===== src/design/cmykrgb_pkg.sv =====
// ----------------------------------------------------------------------------
// cmykrgb_pkg
// Shared types, corner color constants and arithmetic helpers for the
// CMYK to RGB interpolator.
// ----------------------------------------------------------------------------
package cmykrgb_pkg;

  // Number of corner weight groups carried between the two halves.
  localparam int NUM_W = 8;

  // Corner weight indexes.
  localparam int W0001 = 0;
  localparam int W0011 = 1;
  localparam int W0101 = 2;
  localparam int W0111 = 3;
  localparam int W1001 = 4;
  localparam int W1011 = 5;
  localparam int W1101 = 6;
  localparam int W1111 = 7;

  // Number of blend terms per color channel.
  localparam int NUM_T = 11;

  // Corner color coefficients.
  localparam logic [8:0] C35  = 9'd35;
  localparam logic [8:0] C31  = 9'd31;
  localparam logic [8:0] C32  = 9'd32;
  localparam logic [8:0] C28  = 9'd28;
  localparam logic [8:0] C26  = 9'd26;
  localparam logic [8:0] C243 = 9'd243;
  localparam logic [8:0] C36  = 9'd36;
  localparam logic [8:0] C237 = 9'd237;
  localparam logic [8:0] C141 = 9'd141;
  localparam logic [8:0] C34  = 9'd34;
  localparam logic [8:0] C238 = 9'd238;
  localparam logic [8:0] C15  = 9'd15;
  localparam logic [8:0] C174 = 9'd174;
  localparam logic [8:0] C240 = 9'd240;
  localparam logic [8:0] C19  = 9'd19;
  localparam logic [8:0] C167 = 9'd167;
  localparam logic [8:0] C80  = 9'd80;
  localparam logic [8:0] C2   = 9'd2;
  localparam logic [8:0] C46  = 9'd46;
  localparam logic [8:0] C49  = 9'd49;
  localparam logic [8:0] C147 = 9'd147;
  localparam logic [8:0] C54  = 9'd54;
  localparam logic [8:0] C57  = 9'd57;

  // Corner weights and black ink, handed from the weight half to the blend half.
  typedef struct packed {
    logic [NUM_W-1:0][31:0] w;
    logic [8:0]             k;
    logic                   white;
    logic                   black;
  } cmykrgb_corner_t;

  // 32-bit by 9-bit product, kept modulo 2^32.
  function automatic logic [31:0] mul_w(input logic [31:0] a, input logic [8:0] b);
    logic [40:0] p;
    p = {9'd0, a} * {32'd0, b};
    return p[31:0];
  endfunction

  // Widen an 8-bit ink to the range 0..256.
  function automatic logic [8:0] widen(input logic [7:0] x);
    return {1'b0, x} + {8'd0, x[7]};
  endfunction

endpackage


===== src/design/cmyk_pix_if.sv =====
// ----------------------------------------------------------------------------
// cmyk_pix_if
// Valid/ready channel carrying one CMYK pixel word.
// ----------------------------------------------------------------------------
interface cmyk_pix_if;
  logic       valid;
  logic       ready;
  logic [7:0] cyan;
  logic [7:0] magenta;
  logic [7:0] yellow;
  logic [7:0] black;

  modport source (output valid, output cyan, output magenta, output yellow,
                  output black, input ready);
  modport sink   (input valid, input cyan, input magenta, input yellow,
                  input black, output ready);
endinterface


===== src/design/cmykrgb_weights.sv =====
// ----------------------------------------------------------------------------
// cmykrgb_weights
// Four-stage pipeline that widens the inks and forms the eight corner
// weights of the cyan, magenta and yellow axes.
// ----------------------------------------------------------------------------
module cmykrgb_weights
  import cmykrgb_pkg::*;
(
  input  logic            clk,
  input  logic            rst,
  cmyk_pix_if.sink        pixel_in,
  output logic            corner_valid,
  input  logic            corner_ready,
  output cmykrgb_corner_t corner
);

  localparam int NS = 4;

  logic [NS-1:0] v;
  logic [NS-1:0] en;

  // Stage 1: widened inks and special-case flags.
  logic [8:0] c1, m1, y1, k1;
  logic       white1, black1;
  // Stage 2: cyan times magenta.
  logic [8:0]  c2, m2, y2, k2;
  logic [31:0] cm2;
  logic        white2, black2;
  // Stage 3: two-ink weights and their products with yellow.
  logic [31:0] c1m3, cm13, c1m13, cm3;
  logic [31:0] y0011, y0111, y1011, y1111;
  logic [8:0]  k3;
  logic        white3, black3;

  logic [17:0] cm_full;
  logic [31:0] c1m_n, cm1_n, c1m1_n;

  // Each stage moves when it is empty or the next one moves.
  always_comb begin
    en[NS-1] = !v[NS-1] || corner_ready;
    for (int i = NS - 2; i >= 0; i--) begin
      en[i] = !v[i] || en[i+1];
    end
  end

  assign pixel_in.ready = en[0];
  assign corner_valid   = v[NS-1];

  always_ff @(posedge clk) begin
    if (rst) begin
      v <= '0;
    end else begin
      if (en[0]) begin
        v[0] <= pixel_in.valid;
      end
      for (int i = 1; i < NS; i++) begin
        if (en[i]) begin
          v[i] <= v[i-1];
        end
      end
    end
  end

  // Two-ink weights from the widened cyan and magenta.
  always_comb begin
    cm_full = {9'd0, c1} * {9'd0, m1};
    c1m_n   = ({23'd0, m2} << 8) - cm2;
    cm1_n   = ({23'd0, c2} << 8) - cm2;
    c1m1_n  = ((32'd256 - {23'd0, m2}) << 8) - cm1_n;
  end

  always_ff @(posedge clk) begin
    // Stage 1
    if (en[0]) begin
      c1     <= widen(pixel_in.cyan);
      m1     <= widen(pixel_in.magenta);
      y1     <= widen(pixel_in.yellow) >> 1;
      k1     <= widen(pixel_in.black);
      white1 <= (pixel_in.cyan == 8'd0) && (pixel_in.magenta == 8'd0) &&
                (pixel_in.yellow == 8'd0) && (pixel_in.black == 8'd0);
      black1 <= (pixel_in.black == 8'd255);
    end
    // Stage 2
    if (en[1]) begin
      c2     <= c1;
      m2     <= m1;
      y2     <= y1;
      k2     <= k1;
      cm2    <= {14'd0, cm_full};
      white2 <= white1;
      black2 <= black1;
    end
    // Stage 3
    if (en[2]) begin
      c1m3   <= c1m_n;
      cm13   <= cm1_n;
      c1m13  <= c1m1_n;
      cm3    <= cm2;
      y0011  <= mul_w(c1m1_n, y2);
      y0111  <= mul_w(c1m_n, y2);
      y1011  <= mul_w(cm1_n, y2);
      y1111  <= mul_w(cm2, y2);
      k3     <= k2;
      white3 <= white2;
      black3 <= black2;
    end
    // Stage 4: split each two-ink weight into its yellow and no-yellow corners.
    if (en[3]) begin
      corner.w[W0011] <= y0011;
      corner.w[W0001] <= (c1m13 << 7) - y0011;
      corner.w[W0111] <= y0111;
      corner.w[W0101] <= (c1m3 << 7) - y0111;
      corner.w[W1011] <= y1011;
      corner.w[W1001] <= (cm13 << 7) - y1011;
      corner.w[W1111] <= y1111;
      corner.w[W1101] <= (cm3 << 7) - y1111;
      corner.k        <= k3;
      corner.white    <= white3;
      corner.black    <= black3;
    end
  end

endmodule


===== src/flat_wrapper.sv =====
// flat-port wrapper written by rule: the top's interface ports become plain ports
module cmykrgb_weights_flat import cmykrgb_pkg::*;
  (clk, rst, corner_valid, corner_ready, corner, pixel_in_valid, pixel_in_cyan, pixel_in_magenta, pixel_in_yellow, pixel_in_black, pixel_in_ready);
  cmyk_pix_if pixel_in_i ();
  input  logic clk;
  input  logic rst;
  output logic corner_valid;
  input  logic corner_ready;
  output cmykrgb_corner_t corner;
  input wire logic [$bits(pixel_in_i.valid)-1:0] pixel_in_valid;
  input wire logic [$bits(pixel_in_i.cyan)-1:0] pixel_in_cyan;
  input wire logic [$bits(pixel_in_i.magenta)-1:0] pixel_in_magenta;
  input wire logic [$bits(pixel_in_i.yellow)-1:0] pixel_in_yellow;
  input wire logic [$bits(pixel_in_i.black)-1:0] pixel_in_black;
  output wire logic [$bits(pixel_in_i.ready)-1:0] pixel_in_ready;
  assign pixel_in_i.valid = pixel_in_valid;
  assign pixel_in_i.cyan = pixel_in_cyan;
  assign pixel_in_i.magenta = pixel_in_magenta;
  assign pixel_in_i.yellow = pixel_in_yellow;
  assign pixel_in_i.black = pixel_in_black;
  assign pixel_in_ready = pixel_in_i.ready;
  cmykrgb_weights u_core (.clk(clk), .rst(rst), .pixel_in(pixel_in_i), .corner_valid(corner_valid), .corner_ready(corner_ready), .corner(corner));
endmodule

===== config.mk =====
export PLATFORM = sky130hd
export DESIGN_NAME = cmykrgb_weights_flat
export DESIGN_NICKNAME = d
export VERILOG_FILES = /design/src/design/cmykrgb_pkg.sv /design/src/design/cmyk_pix_if.sv /design/src/design/cmykrgb_weights.sv /design/src/flat_wrapper.sv
export SDC_FILE = /design/constraint.sdc
export NUM_CORES = 2
export LEC_CHECK = 0
export BUFFER_PORTS_ARGS = -buffer_cell sky130_fd_sc_hd__buf_2
export CAP_MARGIN = 20
export CORE_MARGIN = 8
export CORE_UTILIZATION = 60
export CTS_CLUSTER_DIAMETER = 50
export CTS_CLUSTER_SIZE = 24
export DETAILED_ROUTE_END_ITERATION = 10
export GPL_TIMING_DRIVEN = 0
export PLACE_DENSITY_LB_ADDON = 0.15
export SLEW_MARGIN = 20
export SYNTH_ARGS = -nofsm -noshare
export SYNTH_HDL_FRONTEND = slang
export SYNTH_SLANG_ARGS = --single-unit
export TNS_END_PERCENT = 20

===== constraint.sdc =====
create_clock -name clk -period 18.9 [get_ports clk]
set_clock_uncertainty 0.1 [all_clocks]
set_input_delay 0 -clock clk [delete_from_list [all_inputs] [get_ports clk]]
set_output_delay 0 -clock clk [all_outputs]
set_load 0.02 [all_outputs]

# ---- Word level (Yosys, flattened, before mapping)
# Cells that the tools add are included.
dict set report word_totals {
  ff_bits 583
  inputBits 36
  wordCells 72
  out_inout_bits 269
}
dict set report classes {
  n_eq_ne 1
  n_reduce_logical 15
  addsub 12
  multipliers 5
}
# cell count
set ops {}
lappend ops {{multiplier 32 x 8 -> 32 bit} 3}
lappend ops {{subtractor 32 bit} 3}
lappend ops {{subtractor 17 x 18 -> 19 bit} 2}
lappend ops {{adder 8 x 1 -> 9 bit} 4}
lappend ops {{zero test 8 bit} 4}
lappend ops {{subtractor 25 x 32 -> 32 bit} 1}
lappend ops {{multiplier 18 x 8 -> 26 bit} 1}
lappend ops {{subtractor 18 x 19 -> 20 bit} 1}
lappend ops {{multiplier 9 x 9 -> 18 bit} 1}
lappend ops {{subtractor 9 x 9 -> 10 bit, first input constant} 1}
lappend ops {{== test 8 bit, second input constant} 1}
lappend ops {{zero test 1 bit} 4}
lappend ops {{logical OR 1 bit} 4}
lappend ops {{logical AND 1 bit} 3}

# ---- Depth between registers and ports, before layout
dict set report logic_depth {
  depth_word 5
  depth_mapped 36
  depth_no_buf 34
}

# ---- Worst setup path before layout
# No wires, ideal clock.
dict set report synth_path {
  kind {register -> register}
  startpoint {register u_core.cm2[0]}
  endpoint {register u_core.y0011[30] (data pin)}
  arrival_time_ps 7715
  t_required_ps 18542
  path_slack_ps 10828
  stages_incl_launch_ff 33
  cell_sequence {edfxtp_1 -> clkbuf_1 -> inv_1 -> ha_1 -> nor4b_1 -> and3_1 -> xor2_1 -> inv_1 -> ha_1 -> nand4_1 -> a2bb2oi_2 -> o31ai_1 -> nor4_1 -> o31ai_1 -> xor2_1 -> nand2_1 -> fa_1 -> inv_1 -> fa_1 -> fa_1 -> inv_1 -> fa_1 -> inv_1 -> ha_1 -> clkbuf_1 -> nand2_1 -> o211ai_1 -> a21oi_1 -> o211ai_1 -> o41ai_1 -> o311ai_0 -> a21oi_1 -> xnor2_1}
}
dict set report synth_between {
  elab_chain_len 3
}
# element line_no
set synth_rtl {}
lappend synth_rtl {{from (decl)} cmykrgb_weights.sv:27} ;# logic [31:0] cm2;
lappend synth_rtl {{from (signal assigned)} cmykrgb_weights.sv:89} ;# cm2 <= {14'd0, cm_full};
lappend synth_rtl {{subtractor 17 x 18 -> 19 bit} cmykrgb_weights.sv:68} ;# cm1_n = ({23'd0, c2} << 8) - cm2;
lappend synth_rtl {{net u_core.cm1_n[8]} cmykrgb_weights.sv:36} ;# logic [31:0] c1m_n, cm1_n, c1m1_n;
lappend synth_rtl {{subtractor 18 x 19 -> 20 bit} cmykrgb_weights.sv:69} ;# c1m1_n = ((32'd256 - {23'd0, m2}) << 8) - cm1_n;
lappend synth_rtl {{net u_core.c1m1_n[16]} cmykrgb_weights.sv:36}
lappend synth_rtl {{multiplier 32 x 8 -> 32 bit} cmykrgb_pkg.sv:60} ;# p = {9'd0, a} * {32'd0, b};
lappend synth_rtl {{to (signal assigned)} cmykrgb_weights.sv:99} ;# y0011 <= mul_w(c1m1_n, y2);
lappend synth_rtl {{to (decl)} cmykrgb_weights.sv:31} ;# logic [31:0] y0011, y0111, y1011, y1111;
# The timed path passes the listed nets, and every way through them passes these cells.
# A chain may end at the register's enable or synchronous reset.

# ---- Worst setup path after layout
# Same ends and word-level chain as after synthesis.

==> impl_results.md <==
* Status: completed
* Final setup viols at 0
* Commonest non-fill, non-tap cell in the layout: inv_1
* CTS buffer count at slightly below 70
* Flops & latches, synth at 525
* Max H-tree Level at 3
* TritonCTS Sinks at 525
* Reg area at around 0.016 mm²
* CP arrival at around 11 ns
* Drc violations at 0
* Hold Crit Start: rst
* Worst Setup End Kind: flip-flop
* Initial detailed-routing violation count at 2,120
* Root buf cell: clkbuf_16
* Crit-path leading delay family: adder cells
* Clock transition at path regs at 0.07 ns
* Yosys top cell area share at 0.3528
* Layout area overhead at 13.65%
* Fin crit period at 10.65 ns
* Distinct cell type count after synthesis at 85
* Synthesized cell area at 0.04435 mm²
* Largest net degree at the start of global routing at 102
* Post CTS Setup Buffer Count at 0
* RSZ-0062 raised after global routing: no
* Row cnt at 99
* Predominant post-synthesis flop cell: edfxtp_1
* Total track usage at 0.2639
* Fill cells at about 5,500
* Pins over their slew limit at 0
* Synth warnings at 0
* Initial core utilization at 0.6068
* Syn_area_per_cell at 10.95 µm²
* Pre-CTS setup slack at approximately 8.5 ns
* Biggest cell delay along the critical path at between 0.8 and 0.9 ns
* Final nets at 5,349
* Crit-path max FO at 10
* Global placement routability congestion at 0.9690
* Max Cap Viol at 0
* CTS max path bufs at 3
* Fin util at 0.6897
* Fmax at 0.09393 GHz
* Worst hold slack at 0.05572 ns
* Clock Latency Late Sink at roughly 0.63 ns
* TritonCTS clock tree: yes
* Vias in the first global route at 31,620
* Final WS setup at 8.254 ns
* Register area share after synthesis at 0.3546
* Share of flip-flops with an asynchronous set or reset at 0
* Number of enable flip-flop cells after synthesis at about 520
* Largest cells by area after synthesis: edfxtp_1 35%, fa_1 23%, ha_1 8.9%
* Critical R2R Launch: u_core.cm2[0]$_DFFE_PP_
* Final wirelength at ~110,000 µm
* Fraction of layout instances using a drive strength above 1 at 0.1100
* Startpoint types: flip-flop
* Global-route wire length before repair at 171,500 µm
* Final hold violations at 0
* DRT Pass-1 Iters at 5
* Most frequent cells in the layout: 650 x inv_1, 521 x edfxtp_1, 506 x fa_1
* Multi-input logic area at about 0.026 mm²
* CP required at 19.16 ns
* HPWL after DPL at roughly 84,000 µm
* Hold Path Class: in -> reg
* Post-synth top area cell: edfxtp_1
* Total gr overflow at 0
* Crit-path slowest cell: xor2_1
* Via density at 5.625
* Setup tns final at 0 ns
* IO Pins at 305
* Die W at around 290 µm
* Buf/Inv on CP at 7
* Hold path depth at 3
* Wire per inst at 19.64 µm
* Hold-critical path endpoint: u_core.v[1]$_SDFFE_PP0P_
* Via count at 30,980
* I/O Buffers at 298
* Crit share post-route at 0.5633
* Gate count of the mapped netlist at 4,050
* Relative slew slack at 0.1649
* R2r setup slk at 8.25 ns
* Initial antenna violation count at 1
* CTS-repair resized insts at 0
* Worst r2r dst: u_core.y0011[30]$_DFFE_PP_
* DRT antenna net count at 0
* Die ar. at roughly 0.083 mm²
* Worst slew pin tran at 1.244 ns
* Die height at approximately 290 µm
* Total core area at 0.07308 mm²
* R2R depth at 32
* CP most frequent cell: inv_1
* Critical path class: reg -> reg
worst max path at each step:
stage / start / endpoint / slack, ns / cells past startpoint
after global placement: u_core.cm2[0]$_DFFE_PP_ / u_core.y0011[30]$_DFFE_PP_ / 8.31 / 34
final: u_core.cm2[0]$_DFFE_PP_ / u_core.y0011[30]$_DFFE_PP_ / 8.25 / 32
after CTS: u_core.cm2[0]$_DFFE_PP_ / u_core.y0011[30]$_DFFE_PP_ / 8.41 / 32
after detailed placement: u_core.cm2[0]$_DFFE_PP_ / u_core.y0011[30]$_DFFE_PP_ / 8.48 / 32
after global routing: u_core.cm2[0]$_DFFE_PP_ / u_core.y0011[30]$_DFFE_PP_ / 7.72 / 32
after floorplan: u_core.cm2[0]$_DFFE_PP_ / u_core.y0011[30]$_DFFE_PP_ / 10.83 / 32
stage by stage:
step           std cells  instance area [µm²]
2_1_floorplan       4055                44370
3_3_place_gp        5312                47060
3_5_place_dp        5320                47280
4_1_cts             5506                50360
5_1_grt             5506                50400
6_report            5507                50400
worst min-delay path, delay by kind of cell:
family                 cells  cell delay, ns
AND/OR/NAND/NOR            1            0.05
buffers and inverters      2            0.66
Yosys cell counts, types with 7 or more instances:
cell type	count
a211oi_1	24
o21bai_1	30
and3_1	31
buf_4	28
xor2_1	70
o21ai_0	82
and4_1	14
edfxtp_1	521
nand4_1	23
a2111oi_0	7
nor2_1	149
nand3_1	43
nor3_1	40
a21oi_1	157
xnor2_1	193
a21boi_0	11
a31oi_1	19
or3_1	17
nor4_1	13
o31ai_1	9
nor2b_1	27
o211ai_1	22
and2_1	280
a31o_2	7
nand2_1	423
ha_1	315
a21o_1	54
clkbuf_1	101
inv_1	652
fa_1	506
nand2b_1	26
o21a_1	30
registers in the layout, summed over array words and instances, names as in the netlist, 11 cells and up:
signal,cells
u_core.y0011,31
u_core.cm2,18
u_core.corner,240
u_core.cm3,17
u_core.c1m3,11
u_core.y1011,32
u_core.y1111,25
u_core.cm13,18
u_core.c1m13,20
u_core.y0111,24
metal layers:
layer  vias up  share of wire  global-route usage
met3       301          0.079             0.05385
met4         2          0.051              0.1242
met5         -        0.00010                   0
met1     15290           0.39              0.3231
li1      14310              -                   -
met2      1076           0.49              0.4482
cell families (layout without fill, tap and decap cells):
family	Yosys count	after routing	synth area share
and+or+nand+nor	1116	1116	0.1248
adders and majority gates	821	821	0.3173
buffers and inverters	783	1275	0.06870
AOI/OAI and AO/OA	536	536	0.08086
DFF	525	525	0.3546
xor gates and xnor gates	265	265	0.05284
muxes	3	3	0.0007899
other	1	7	0.00008456
cell type report:
class / instances / share of cell area
timing repair buffer: 367 / 0.04513
buffer: 131 / 0.01192
clock inverter: 52 / 0.01403
clock buffer: 73 / 0.03498
tap: 959 / 0.02381
inverter: 652 / 0.04876
sequential: 525 / 0.3120
antenna: 1 / 0.00004965
multi-input combinational: 2747 / 0.5093
what timing repair did:
item                       4_1_cts  5_1_grt
hold buffers                    61        0
setup endpoints to repair        0        0
hold endpoints to repair        42        0
Power is left out: the tool's default activity adds up to more than one toggle a clock period on the data nets, which glitch-free logic cannot reach.
